### config.mk
export PLATFORM = sky130hd
export DESIGN_NAME = ipv6_address_text_expander_flat
export DESIGN_NICKNAME = d
export VERILOG_FILES = /design/src/hdl/ipv6x_pkg.sv /design/src/hdl/ipv6x_if.sv /design/src/hdl/ipv6_address_text_expander.sv /design/src/flat_wrapper.sv
export SDC_FILE = /design/constraint.sdc
export NUM_CORES = 1
export LEC_CHECK = 0
export BUFFER_PORTS_ARGS = -buffer_cell sky130_fd_sc_hd__buf_2
export CAP_MARGIN = 10
export CORE_AREA = 2 2 194 196
export DETAILED_ROUTE_END_ITERATION = 10
export DIE_AREA = 0 0 196 198
export HOLD_SLACK_MARGIN = 0.1
export SETUP_SLACK_MARGIN = 0.5
export SYNTH_ARGS = -nofsm -noshare
export SYNTH_HDL_FRONTEND = slang
export SYNTH_SLANG_ARGS = --single-unit
### constraint.sdc
create_clock -name clk_i -period 10.1 [get_ports clk_i]
set_clock_uncertainty 0.15 [all_clocks]
set_input_delay 1.515 -clock clk_i [delete_from_list [all_inputs] [get_ports clk_i]]
set_output_delay 1.515 -clock clk_i [all_outputs]
set_load 0.01 [all_outputs]
### src/hdl/ipv6x_pkg.sv
// ----------------------------------------------------------------------------
// ipv6x_pkg
// Shared types, constants and control store of the IPv6 text expander.
// ----------------------------------------------------------------------------
package ipv6x_pkg;

  localparam int FULL_GROUPS      = 8;
  localparam int DIGITS_PER_GROUP = 4;
  localparam int MAX_GROUPS       = FULL_GROUPS + 1;

  typedef logic [6:0] char_t;
  typedef logic [DIGITS_PER_GROUP-1:0][6:0] group_t;
  typedef logic [3:0] gidx_t;
  typedef logic [2:0] slot_t;
  typedef logic [2:0] dcnt_t;
  typedef logic [2:0] upc_t;

  localparam char_t  COLON_CHAR = 7'h3A;
  localparam char_t  ZERO_CHAR  = 7'h30;
  localparam group_t ZERO_GROUP = {DIGITS_PER_GROUP{ZERO_CHAR}};
  localparam gidx_t  MAX_STORED = gidx_t'(MAX_GROUPS);
  localparam gidx_t  NO_GAP     = 4'hF;
  localparam slot_t  LAST_SLOT  = slot_t'(FULL_GROUPS - 1);
  localparam dcnt_t  DCNT_MAX   = 3'd7;

  typedef struct packed {
    char_t char_in;
    logic  end_of_address;
  } in_beat_t;

  typedef struct packed {
    char_t char_out;
    logic  last_char;
    logic  overflow;
  } out_beat_t;

  typedef enum logic [2:0] {
    OP_FETCH = 3'd0,
    OP_LOAD  = 3'd1,
    OP_DIGIT = 3'd2,
    OP_SEP   = 3'd3,
    OP_NEXT  = 3'd4
  } op_e;

  typedef struct packed {
    op_e        op;
    logic [1:0] digit;
    upc_t       jmp;
  } uword_t;

  localparam upc_t UPC_FETCH = 3'd0;
  localparam upc_t UPC_LOAD  = 3'd1;

  function automatic uword_t ucode(input upc_t addr);
    uword_t w;
    w = '{op: OP_FETCH, digit: 2'd0, jmp: UPC_FETCH};
    unique case (addr)
      3'd0: w = '{op: OP_FETCH, digit: 2'd0, jmp: UPC_LOAD};
      3'd1: w = '{op: OP_LOAD,  digit: 2'd0, jmp: UPC_LOAD};
      3'd2: w = '{op: OP_DIGIT, digit: 2'd0, jmp: UPC_FETCH};
      3'd3: w = '{op: OP_DIGIT, digit: 2'd1, jmp: UPC_FETCH};
      3'd4: w = '{op: OP_DIGIT, digit: 2'd2, jmp: UPC_FETCH};
      3'd5: w = '{op: OP_DIGIT, digit: 2'd3, jmp: UPC_FETCH};
      3'd6: w = '{op: OP_SEP,   digit: 2'd0, jmp: UPC_FETCH};
      3'd7: w = '{op: OP_NEXT,  digit: 2'd0, jmp: UPC_LOAD};
      default: w = '{op: OP_FETCH, digit: 2'd0, jmp: UPC_FETCH};
    endcase
    return w;
  endfunction

endpackage

### src/hdl/ipv6x_if.sv
// ----------------------------------------------------------------------------
// ipv6x_if
// Valid/ready channels for the character stream in and the expanded text out.
// ----------------------------------------------------------------------------
interface ipv6x_in_if;
  logic                valid;
  logic                ready;
  ipv6x_pkg::in_beat_t data;

  modport source (output valid, output data, input ready);
  modport sink   (input valid, input data, output ready);
endinterface

interface ipv6x_out_if;
  logic                 valid;
  logic                 ready;
  ipv6x_pkg::out_beat_t data;

  modport source (output valid, output data, input ready);
  modport sink   (input valid, input data, output ready);
endinterface

### src/hdl/ipv6_address_text_expander.sv
// output: the expanded text follows the final character; an empty gap is skipped by
// the load step, and sink stalls hold the digit and separator steps
// throughput: one character per cycle while collecting; each group passes the microcode
// steps load, digit, separator and next; the last group ends at its separator step
// input is held off while the expanded text goes out, so a new address must wait
// reset: asynchronous, clears the sequencer and counters; group store has none
// ----------------------------------------------------------------------------
// ipv6_address_text_expander
// Collects a shortened IPv6 address and emits its full 39-character form.
// ----------------------------------------------------------------------------
module ipv6_address_text_expander (
  input  logic            clk_i,
  input  logic            rst_ni,
  ipv6x_in_if.sink        in_i,
  ipv6x_out_if.source     out_o
);

  ipv6x_pkg::upc_t   upc_q, upc_d;
  ipv6x_pkg::uword_t uw;

  ipv6x_pkg::group_t store_q [ipv6x_pkg::MAX_GROUPS];
  ipv6x_pkg::group_t cur_q, cur_d, cur_new;
  ipv6x_pkg::group_t grp_q, grp_d, rd_grp;
  ipv6x_pkg::gidx_t  gc_q, gc_d;
  ipv6x_pkg::gidx_t  gap_q, gap_d;
  ipv6x_pkg::gidx_t  idx_q, idx_d;
  ipv6x_pkg::gidx_t  reps_q, reps_d;
  ipv6x_pkg::dcnt_t  dc_q, dc_d;
  ipv6x_pkg::slot_t  slot_q, slot_d;
  logic              ovf_q, ovf_d;

  logic              wr_en;
  ipv6x_pkg::group_t wr_data;
  logic              in_beat, out_beat, is_colon, idx_live, last_slot;

  assign uw        = ipv6x_pkg::ucode(upc_q);
  assign in_beat   = in_i.valid && in_i.ready;
  assign out_beat  = out_o.valid && out_o.ready;
  assign is_colon  = (in_i.data.char_in == ipv6x_pkg::COLON_CHAR);
  assign idx_live  = (idx_q < gc_q);
  assign last_slot = (slot_q == ipv6x_pkg::LAST_SLOT);
  assign rd_grp    = idx_live ? store_q[idx_q] : ipv6x_pkg::ZERO_GROUP;

  always_comb begin
    cur_new = ipv6x_pkg::ZERO_GROUP;
    if (dc_q == '0) begin
      cur_new[0] = in_i.data.char_in;
    end else begin
      cur_new = ipv6x_pkg::group_t'({cur_q[ipv6x_pkg::DIGITS_PER_GROUP-2:0],
                                     in_i.data.char_in});
    end
  end

  always_comb begin
    upc_d   = upc_q;
    cur_d   = cur_q;
    grp_d   = grp_q;
    gc_d    = gc_q;
    gap_d   = gap_q;
    idx_d   = idx_q;
    reps_d  = reps_q;
    dc_d    = dc_q;
    slot_d  = slot_q;
    ovf_d   = ovf_q;
    wr_en   = 1'b0;
    wr_data = cur_new;
    unique case (uw.op)
      ipv6x_pkg::OP_FETCH: begin
        if (in_beat) begin
          if (is_colon) begin
            if (gc_q < ipv6x_pkg::MAX_STORED) begin
              wr_en = 1'b1;
              if (dc_q == '0) begin
                wr_data = ipv6x_pkg::ZERO_GROUP;
                gap_d   = gc_q;
              end else begin
                wr_data = cur_q;
              end
              gc_d = gc_q + 4'd1;
            end else begin
              ovf_d = 1'b1;
            end
            dc_d = '0;
          end else begin
            cur_d = cur_new;
            if (gc_q >= ipv6x_pkg::MAX_STORED) begin
              ovf_d = 1'b1;
            end
            if (dc_q != ipv6x_pkg::DCNT_MAX) begin
              dc_d = dc_q + 3'd1;
            end
            if (in_i.data.end_of_address && gc_q < ipv6x_pkg::MAX_STORED) begin
              wr_en = 1'b1;
              gc_d  = gc_q + 4'd1;
            end
          end
          if (in_i.data.end_of_address) begin
            reps_d = ipv6x_pkg::MAX_STORED - gc_d;
            idx_d  = '0;
            slot_d = '0;
            upc_d  = uw.jmp;
          end
        end
      end
      ipv6x_pkg::OP_LOAD: begin
        if (idx_live && idx_q == gap_q && reps_q == '0) begin
          idx_d = idx_q + 4'd1;
          upc_d = uw.jmp;
        end else begin
          grp_d = rd_grp;
          upc_d = upc_q + 3'd1;
        end
      end
      ipv6x_pkg::OP_DIGIT: begin
        if (out_beat) begin
          upc_d = upc_q + 3'd1;
        end
      end
      ipv6x_pkg::OP_SEP: begin
        if (last_slot) begin
          gc_d   = '0;
          dc_d   = '0;
          gap_d  = ipv6x_pkg::NO_GAP;
          ovf_d  = 1'b0;
          slot_d = '0;
          idx_d  = '0;
          upc_d  = uw.jmp;
        end else if (out_beat) begin
          upc_d = upc_q + 3'd1;
        end
      end
      ipv6x_pkg::OP_NEXT: begin
        slot_d = slot_q + 3'd1;
        if (idx_q == gap_q) begin
          reps_d = reps_q - 4'd1;
          if (reps_q == 4'd1) begin
            idx_d = idx_q + 4'd1;
          end
        end else begin
          idx_d = idx_q + 4'd1;
        end
        upc_d = uw.jmp;
      end
      default: upc_d = ipv6x_pkg::UPC_FETCH;
    endcase
  end

  always_ff @(posedge clk_i or negedge rst_ni) begin
    if (!rst_ni) begin
      upc_q  <= ipv6x_pkg::UPC_FETCH;
      gc_q   <= '0;
      gap_q  <= ipv6x_pkg::NO_GAP;
      idx_q  <= '0;
      reps_q <= '0;
      dc_q   <= '0;
      slot_q <= '0;
      ovf_q  <= 1'b0;
    end else begin
      upc_q  <= upc_d;
      gc_q   <= gc_d;
      gap_q  <= gap_d;
      idx_q  <= idx_d;
      reps_q <= reps_d;
      dc_q   <= dc_d;
      slot_q <= slot_d;
      ovf_q  <= ovf_d;
    end
  end

  always_ff @(posedge clk_i) begin
    cur_q <= cur_d;
    grp_q <= grp_d;
    if (wr_en) begin
      store_q[gc_q] <= wr_data;
    end
  end

  assign in_i.ready = (uw.op == ipv6x_pkg::OP_FETCH);

  assign out_o.valid = (uw.op == ipv6x_pkg::OP_DIGIT) ||
                       (uw.op == ipv6x_pkg::OP_SEP && !last_slot);
  assign out_o.data.char_out  = (uw.op == ipv6x_pkg::OP_DIGIT) ? grp_q[~uw.digit]
                                                               : ipv6x_pkg::COLON_CHAR;
  assign out_o.data.last_char = (uw.op == ipv6x_pkg::OP_DIGIT) && (uw.digit == 2'd3) &&
                                last_slot;
  assign out_o.data.overflow  = ovf_q;

  // input and output beats never overlap
  a_no_overlap: assert property (@(posedge clk_i) disable iff (!rst_ni)
    !(in_i.ready && out_o.valid))
    else $error("input ready while output valid");

  // after the final beat the sequencer passes its separator step and returns to fetch
  a_back_to_fetch: assert property (@(posedge clk_i) disable iff (!rst_ni)
    (out_beat && out_o.data.last_char) |=> ##1 in_i.ready)
    else $error("sequencer did not return to fetch");

  // address state is cleared once the expansion is done
  a_cleared: assert property (@(posedge clk_i) disable iff (!rst_ni)
    (uw.op == ipv6x_pkg::OP_SEP && last_slot) |=>
      (gc_q == '0 && gap_q == ipv6x_pkg::NO_GAP && !ovf_q && dc_q == '0))
    else $error("address state not cleared");

  // the gap, when present, lies among the stored groups
  a_gap_stored: assert property (@(posedge clk_i) disable iff (!rst_ni)
    (gap_q != ipv6x_pkg::NO_GAP) |-> (gap_q < gc_q))
    else $error("gap index beyond stored groups");

endmodule
### src/flat_wrapper.sv
// flat-port wrapper written by rule: the top's interface ports become plain ports
module ipv6_address_text_expander_flat 
  (clk_i, rst_ni, in_i_valid, in_i_data, in_i_ready, out_o_valid, out_o_data, out_o_ready);
  ipv6x_in_if in_i_i ();
  ipv6x_out_if out_o_i ();
  input  logic clk_i;
  input  logic rst_ni;
  input wire logic [$bits(in_i_i.valid)-1:0] in_i_valid;
  input wire logic [$bits(in_i_i.data)-1:0] in_i_data;
  output wire logic [$bits(in_i_i.ready)-1:0] in_i_ready;
  output wire logic [$bits(out_o_i.valid)-1:0] out_o_valid;
  output wire logic [$bits(out_o_i.data)-1:0] out_o_data;
  input wire logic [$bits(out_o_i.ready)-1:0] out_o_ready;
  assign in_i_i.valid = in_i_valid;
  assign in_i_i.data = in_i_data;
  assign in_i_ready = in_i_i.ready;
  assign out_o_valid = out_o_i.valid;
  assign out_o_data = out_o_i.data;
  assign out_o_i.ready = out_o_ready;
  ipv6_address_text_expander u_core (.clk_i(clk_i), .rst_ni(rst_ni), .in_i(in_i_i), .out_o(out_o_i));
endmodule
==> results of run 1 <==
[power by group]
group | switching, W | total, W | internal (W)
clock network | 0.000530 | 0.00126 | 0.000735
logic | 0.000770 | 0.00127 | 0.000499
registers | 0.000110 | 0.00199 | 0.00188
total | 0.00141 | 0.00452 | 0.00311
[cells in the final DEF, fill, tap and decap left out, types with 18 or more instances in the layout]
master     count
edfxtp_1     308
clkbuf_16     36
mux4_2        63
mux2i_1       32
ha_1          23
inv_1         22
o21ai_0       24
nand2_1       61
nor2b_1       18
dfrtp_1       18
buf_2         22
nor2_1        58
a21oi_1       42
[registers in the layout, indices dropped and copies added, names as in the netlist]
| register | flops |
|---|---|
| u_core.gc_q | 4 |
| u_core.grp_q | 28 |
| u_core.idx_q | 4 |
| u_core.reps_q | 4 |
| u_core.dc_q | 3 |
| u_core.slot_q | 3 |
| u_core.cur_q | 28 |
| u_core.upc_q | 3 |
| u_core.ovf_q | 1 |
| u_core.gap_q | 4 |
| u_core.store_q | 252 |
[kinds of logic (layout without fill, tap and decap cells)]
kind of cell,count (synthesis),after routing,share of synthesized area [%]
AO/OA/AOI/OAI,99,99,4.48
XOR/XNOR,6,6,0.373
adder cells (fa/ha/maj),23,23,2.04
buffers and inverters,65,119,1.98
flip-flops,334,334,70.3
multiplexers,111,111,13.7
other,0,1,0
AND/OR/NAND/NOR,206,206,7.19
[worst max path at each step]
stage | to | slack, ns | cells after the start
after floorplan | u_core.store_q[0][0] | 4.97 | 6
after global placement | u_core.store_q[0][19] | 5.62 | 8
after detailed placement | u_core.store_q[4][24] | 5.52 | 7
after CTS | out_o_data[6] | 5.48 | 7
after global routing | out_o_data[6] | 5.36 | 7
final | out_o_data[6] | 5.52 | 7
[through the flow]
step	setup WS, ns	util, %	cell area (sq um)
detailed placement	5.52	39.9	14700
CTS	5.48	42.9	15900
global placement	5.62	39.9	14700
floorplan	4.97	-	14100
finish	5.52	42.9	15900
global route	5.36	42.9	15900
[area by class of cell]
cell class,instances,area share [%]
inverter,22,0.521
timing repair buffer,35,1.31
antenna,1,0.0158
clock inverter,22,1.32
multi-input combinational,445,24.8
sequential,334,62.5
clock buffer,40,5.77
tap,474,3.74
[metal layers]
metal / up-vias / track usage, % / share of wire (%)
met5: - / 0 / 0
met4: 0 / 3.87 / 2.0
met3: 43 / 2.28 / 4.6
met2: 162 / 26.6 / 49
met1: 3666 / 21.3 / 45
li1: 3327 / - / -
==> reports/qor.txt, run 1 <==
wire per inst: 21.6 um
CP max stage cell: dfrtp_1
top cell type's share of synthesized area: 65.6%
post-synthesis cell type count: 61
crit path launch: u_core.upc_q[1]
Worst Path Class, Setup: reg2out
Post-synth top cells: edfxtp_1, mux4_2, nand2_1, nor2_1, a21oi_1
most instantiated library cell after synthesis: edfxtp_1
unrepaired setup endpoints after global routing: no
Primary FF master, synth: edfxtp_1
Hold Vio Cnt, Final: 0
Slew headroom: 22.3%
Mapped Area: 0.0141 sq mm
Sink Count: 334
Largest stage delay, worst path: 0.54 ns
worst slew pin tran: 1.16 ns
FFs w/ async S/R, synth: 7.78%
Remaining DRCs: 0
startpoint types: flip-flop
Largest delay share family, worst path: multiplexers
routability cong.: 0.801
Starting Density: 38.1%
clock-pin slew on the worst setup and hold paths: 0.06 ns
clk_lat worst skew: 0.52 ns
min cycle time layout: 4.58 ns
Worst Path Buf+Inv: 3
global-route wire length before repair: 45500 um
total power: 0.00452 W
Synth area leader: edfxtp_1
Hold Crit Endpoint: u_core.slot_q[0]
run status: completed
register area: 0.00991 sq mm
post-detailed-routing wire length: 29600 um
Setup Buffers After CTS: 0
VDD IR max: 0.000158 V
worst-path maximum fanout: 10
Hold/Removal Path Class: reg2reg
Critical Path, Cell by Cell: inv_1, ha_1, mux2i_2, buf_4, mux4_2, or2_2, buf_2
CTS max path bufs: 3
CTS Hold Bufs: 0
antenna viol nets, final: 0
Ys Warns: 0
R2R Path End: u_core.store_q[4][19]
Post-DP HPWL: 16500 um
Area growth syn-to-layout: 12.6%
CTS tree: done
chip height: 198 um
GRT Util Overall: 15.7%
Multi-input gate area: 0.00394 sq mm
CTS resizes: 0
number of antenna violations at the first check in global routing: 0
fin crit share: 45.4%
vias in the first global route: 7406
GRT overflow: 0
Site Rows: 71
H-tree Lvls: 2
worst hold margin: 0.333 ns
Horiz. Die Dim: 196 um
Area contributors post-synth: edfxtp_1, mux4_2, dfrtp_1
Cell Pwr Density: 285 mW/mm^2
Worst R2R Setup Slack: 6.24 ns
max-cap violations: 0
Final TNS setup: 0 ns
Layout fillers: 3280
total placed cells including tap cells: 1310
Cell Count, Final, Fillers Out: 1373
fin nets: 909
Slew Viols, Final: 0
initial DRC count: 594
number of synthesized flops with an enable pin: 308
r2r worst-path depth: 8
IO Port Bufs: 22
count of state elements after synthesis: 334
die area: 0.0388 sq mm
largest net degree at the start of global routing: 53
Detailed Routing Iterations Pass 1: 5
leakage: 5.33 nW
via count: 7198
I/O pins: 23
Finish-stage setup viols: 0
Core Box Area: 0.0370 sq mm
Syn Nets: 879
reg2reg start: u_core.upc_q[1]
worst hold path depth: 1
Critical Path RT: 8.44 ns
CTS Buf Count: 36
DR vias/cell: 5.24
fmax: 0.218 GHz
Seq/Total Area, Yosys: 70.3%
Worst setup EP type: output port
clock root cell: clkbuf_16
Cells after Synth: 844
min-delay src: u_core.slot_q[0]
crit path DAT: 2.92 ns
Mapped Avg Cell Area: 16.7 sq um
share of cells above drive strength 1: 23.4%
Power figures use the tool's default switching activity.
==> run 2: changes to the inputs <==
- ABC_AREA: default -> 1
- CORE_AREA: 2 2 194 196 -> 2 2 195 197
- DIE_AREA: 0 0 196 198 -> 0 0 197 199
- clock period: 10.1 -> 3.9 ns (I/O delays scaled with it)
==> run 2 against run 1 <==
Register-to-register slack worse by 5.4 ns. Setup slack worse by 4.8 ns. Sequential share of layout area down 1.5 points. Worst hold slack worse by 0.21 ns. Count of clock-buffer cells in the layout up 5. Critical path type is now in2reg.
==> reports/qor.txt, run 2 <==
H-tree Lvls: 2
Cell Pwr Density: 745 mW/mm^2
wire per inst: 18.9 um
Met2 Wirelength: 14700 um
post-synthesis compound-gate area fraction: 11.2%
Post-DP HPWL: 20100 um
number of synthesized flops with an enable pin: 308
post-detailed-routing wire length: 33700 um
FFs w/ async S/R, synth: 7.78%
routability cong.: 0.825
share of cells above drive strength 1: 10.6%
antenna viol nets, final: 0
Horiz. Die Dim: 197 um
VDD IR max: 0.000334 V
R2R Path End: u_core.store_q[8][6]
Synth Area in Simple Gates: 12.7%
reg2reg start: u_core.upc_q[1]
Final TNS setup: 0 ns
Hold/Removal Path Class: in2reg
Routed met3 length: 2490 um
GRT overflow: 0
adder-cell share of the synthesized area: 2.01%
most frequent cells in the layout: edfxtp_1, nand2_1, nor2_1
Hold Crit Endpoint: u_core.cur_q[2]
fmax: 0.311 GHz
Worst setup EP type: flip-flop
startpoint types: input port
Layout fillers: 3437
Core Box Area: 0.0371 sq mm
most instantiated library cell after synthesis: edfxtp_1
fin crit share: 82.4%
Synth Area in XOR/XNOR: 0.306%
Finish-stage setup viols: 0
Post-synth top cells: edfxtp_1, nand2_1, nor2_1
clock root cell: clkbuf_16
Site Rows: 71
Slew Viols, Final: 0
max-cap violations: 0
min cycle time layout: 3.21 ns
Primary FF master, synth: edfxtp_1
WL met1: 15700 um
Worst Path Class, Setup: in2reg
CTS tree: done
worst hold margin: 0.119 ns
global-route wire length before repair: 52400 um
clk_lat worst skew: 0.52 ns
Largest regs: u_core.store_q x252, u_core.cur_q x28, u_core.grp_q x28
Remaining DRCs: 0
Worst R2R Setup Slack: 0.85 ns
Top Layer Used: met5
I/O pins: 23
Mapped Avg Cell Area: 11.5 sq um
Area contributors post-synth: edfxtp_1, o21ai_0, nand2_1
top cell type's share of synthesized area: 64.6%
Slew headroom: 23.1%
Sink Count: 334
CTS max path bufs: 3
number of antenna violations at the first check in global routing: 2
leakage: 6.02 nW
worst-path maximum fanout: 28
post-synthesis cell type count: 41
crit path DAT: 3.21 ns
Area growth syn-to-layout: 13.5%
Starting Density: 38.6%
Ys Warns: 0
Synth area leader: edfxtp_1
initial DRC count: 789
run status: completed
count of state elements after synthesis: 334
min-delay src: in_i_data[3]
worst slew pin tran: 1.14 ns
max FFs per register: 252
Hold Vio Cnt, Final: 0
CTS Buf Count: 37
DR vias/cell: 5.27
Finished Core Util: 43.8%
leading cell type in the layout, fill and taps excluded: edfxtp_1
Diodes inserted: 0
clock-pin slew on the worst setup and hold paths: 0.06 ns
Cell Area, Placed: 0.0151 sq mm
vias in the first global route: 9018
chip height: 199 um
worst hold path depth: 1
unrepaired setup endpoints after global routing: no
finished layout cell area: 0.0163 sq mm
largest family of logic cells by synthesized area: simple AND/OR/NAND/NOR gates
Detailed Routing Iterations Pass 1: 5
die area: 0.0392 sq mm
Largest Register: u_core.store_q
Seq/Total Area, Yosys: 69.2%
Critical Path RT: 3.90 ns
r2r worst-path depth: 12
mux cell area share after synthesis: 0.0787%
via count: 9405
Setup Buffers After CTS: 0
Mapped Area: 0.0143 sq mm
largest net degree at the start of global routing: 114
IO Port Bufs: 22
GRT Util Overall: 17.6%
Cells after Synth: 1244
Syn Nets: 1279
fin nets: 1316
[run 2: changes by cell type in the layout (fill, tap and decap cells not counted), sizes merged, moves of 47 or more]
cell,delta
inv,+71
mux4,-63
nand2,+132
nor2,+113
o22ai,+47
o21ai,+120
[run 2: power by group]
part / total, W / leakage, nW / internal (W) / switching [W]
logic: 0.00375 / 2.35 / 0.00105 / 0.00270
clock network: 0.00322 / 0.545 / 0.00186 / 0.00136
registers: 0.00514 / 3.12 / 0.00490 / 0.000238
total: 0.0121 / 6.02 / 0.00780 / 0.00430
[run 2: how the worst max path moves through the flow]
stage                     cells after the start                     to  slack [ns]            start
after floorplan                              11   u_core.store_q[4][0]       -0.15  u_core.upc_q[1]
after global placement                       10  u_core.store_q[7][17]        0.75     in_i_data[2]
after detailed placement                     10  u_core.store_q[7][14]        0.73     in_i_data[2]
after CTS                                    10          out_o_data[2]        0.70  u_core.upc_q[1]
after global routing                         10  u_core.store_q[3][13]        0.51     in_i_data[1]
final                                        11   u_core.store_q[8][6]        0.69     in_i_data[4]
[run 2: cell families after synthesis]
logic type	Yosys count
AOI/OAI and AO/OA	277
DFF	334
xor gates and xnor gates	5
and+or+nand+nor	445
adders and majority gates	23
muxes	1
buffers and inverters	159
[run 2: cell type report]
| cell class | instances | area [sq um] | share of cell area (%) |
|---|---|---|---|
| Clock buffer | 45 | 977 | 6.01 |
| Clock inverter | 22 | 146 | 0.901 |
| Inverter | 97 | 368 | 2.26 |
| Multi-Input combinational cell | 751 | 3830 | 23.5 |
| Sequential cell | 334 | 9910 | 61.0 |
| Tap cell | 474 | 593 | 3.65 |
| Timing Repair Buffer | 60 | 434 | 2.67 |
[run 2: routing by layer]
layer / vias up / track usage (%)
li1: 4488 / -
met1: 4533 / 25.2
met2: 320 / 27.2
met3: 62 / 3.36
met4: 2 / 5.35
met5: - / 0
[run 2: worst max-delay path, stage by stage]
cell and delay, ns:
dlygate4sd3_1 0.51, buf_2 0.10, inv_1 0.05, nor2_1 0.27, nand2_1 0.13, nor2_2 0.32
nand2_1 0.18, nand2_1 0.12, nand2_1 0.27, nor3_2 0.20, buf_4 0.46
[run 2: repair_timing]
| action | in CTS | in global routing |
|---|---|---|
| setup endpoints to repair | 3 | 10 |
| resized for setup | 2 | 1 |
| endpoints found under the hold margin | 25 | 0 |
| cloned | 0 | 0 |
| pin swaps | 0 | 0 |
| hold buffers | 4 | 0 |
[run 2: stage by stage]
step                      total power (W)  std cells  setup WS [ns]
after floorplan                   0.00758       1244         -0.147
after global placement            0.00888       1712          0.750
after CTS                          0.0122       1783          0.699
after detailed placement          0.00895       1712          0.726
after global routing               0.0129       1783          0.513
final                              0.0121       1783          0.688
==> run 3: changes to the inputs <==
- ABC_AREA: 1 -> 0
- CORE_AREA: 2 2 195 197 -> 2 2 194 196
- DIE_AREA: 0 0 197 199 -> 0 0 196 198
- clock period: 3.9 -> 3 ns (I/O delays scaled with it)
==> run 3 against run 2 <==
The run now ends with negative setup slack left. Worst hold slack better by 0.044 ns. Wire length grew 11%. Cell count is 13% lower. Non-clock buffer count increased by 133. Combinational power is 71% higher. Count of clock-buffer cells in the layout fell by 1. Design area is 18% higher.
==> reports/qor.txt, run 3 (synthesized netlist as in run 1, its figures left out) <==
run status: finished with violations
failing checks: negative setup slack
Hold/Removal Path Class: in2reg
worst-path maximum fanout: 6
Critical Path RT: 3.07 ns
initial DRC count: 733
clock-pin slew on the worst setup and hold paths: 0.06 ns
Horiz. Die Dim: 196 um
VDD IR max: 0.000648 V
Slew Viols, Final: 0
register area: 0.00992 sq mm
H-tree Lvls: 2
global-route wire length before repair: 52700 um
die area: 0.0388 sq mm
GRT Util Overall: 18.4%
wire per inst: 24.2 um
post-detailed-routing wire length: 37600 um
Largest stage delay, worst path: 0.41 ns
Post-DP HPWL: 19900 um
CP max stage cell: dfrtp_2
Area growth syn-to-layout: 35.8%
CTS tree: done
min cycle time layout: 3.09 ns
IO Port Bufs: 22
CTS max path bufs: 3
Hold Vio Cnt, Final: 0
clock root cell: clkbuf_16
Sink Count: 334
Largest Register: u_core.store_q
GRT overflow: 0
Multi-input gate area: 0.00485 sq mm
Worst setup EP type: flip-flop
unrepaired setup endpoints after global routing: yes
routability cong.: 0.798
max FFs per register: 252
Remaining DRCs: 0
I/O pins: 23
worst slew pin tran: 0.835 ns
Worst R2R Setup Slack: -0.09 ns
Finished Core Util: 51.8%
Finish-stage setup viols: 174
largest net degree at the start of global routing: 35
Final TNS setup: -6.07 ns
Core Box Area: 0.0370 sq mm
number of antenna violations at the first check in global routing: 0
antenna viol nets, final: 0
via count: 8455
Critical Path, Cell by Cell: inv_2, ha_4, buf_4, buf_6, or3_4, a21oi_4, buf_6, nand2_8, nor2_4, buf_6, nand2_8, buf_6, nor2_4, buf_6, clkbuf_16
Starting Density: 38.1%
CTS Buf Count: 37
fin crit share: 103%
Cell Pwr Density: 908 mW/mm^2
Slew headroom: 44.2%
most frequent cells in the layout: edfxtp_1, mux4_2, nor2_1
DR vias/cell: 5.44
vias in the first global route: 8383
fmax: 0.324 GHz
Diodes inserted: 0
Detailed Routing Iterations Pass 1: 7
leading cell type in the layout, fill and taps excluded: edfxtp_1
fin nets: 1087
Site Rows: 71
setup ws final: -0.0906 ns
chip height: 198 um
crit path DAT: 3.16 ns
share of cells above drive strength 1: 42.1%
leakage: 6.75 nW
Top cell by count, worst path: buf_6
max-cap violations: 0
Largest regs: u_core.store_q x252, u_core.cur_q x28, u_core.grp_q x28
Layout fillers: 2914
clk_lat worst skew: 0.53 ns
Worst Path Class, Setup: reg2reg
startpoint types: flip-flop
[run 3: path summary, 6_finish.rpt]
kind / from / endpoint / depth (start not counted)
max: u_core.upc_q[1] / u_core.store_q[4][3] / 15
min: in_i_data[3] / u_core.cur_q[2] / 1
max reg2reg: u_core.upc_q[1] / u_core.store_q[4][3] / 15
min reg2reg: u_core.slot_q[0] / u_core.slot_q[0] / 1
max in group asynchronous: rst_ni / u_core.idx_q[0] / 2
min in group asynchronous: rst_ni / u_core.slot_q[2] / 2
[run 3: power by group]
group	leakage (nW)	total, W	switching [W]	internal, W
sequential	3.12	0.00661	0.000295	0.00631
clock	0.570	0.00436	0.00181	0.00255
combinational	3.06	0.00641	0.00357	0.00284
total	6.75	0.0174	0.00567	0.0117
[run 3: what timing repair did]
action                                  CTS  global route
resized for setup                       158            80
pin swaps                                20            15
setup buffers                            54            30
endpoints found under the setup margin  521           591
hold endpoints to repair                 28             0
cloned                                   25            19
hold buffers                              7             0
[run 3: routing by layer]
layer	vias up	wire length (um)	share of wire (%)	global-route usage, %
met2	231	18500	49	30.6
met5	-	0	0	0
li1	3730	-	-	-
met1	4439	16200	43	25.1
met3	55	1930	5.1	2.67
met4	0	962	2.6	6.09
[run 3: layout make-up]
class                      count  area share [%]
clock inverter                22            1.10
inverter                      22           0.451
sequential                   334            51.8
multi-input combinational    464            25.3
tap                          474            3.10
timing repair buffer         193            13.2
clock buffer                  44            4.97
[run 3: worst max-delay path: cells and delay by family (launching register included)]
kind	cells	cell delay (ns)
buf+inv	8	1.05
flops	1	0.41
simple gates	5	0.77
fa+ha+maj	1	0.17
compound gates	1	0.25
[run 3: metrics by stage]
stage,std cells,total power [W],instance area [sq um],hold WS (ns),setup WS [ns]
finish,1553,0.0174,19100,0.163,-0.0906
global route,1553,0.0181,19100,0.153,-0.129
CTS,1504,0.0169,18200,0.130,0.00948
detailed placement,1352,0.0116,15400,0.338,0.147
global placement,1352,0.0116,15400,0.322,0.124
floorplan,844,0.00988,14200,0.00441,-0.0669
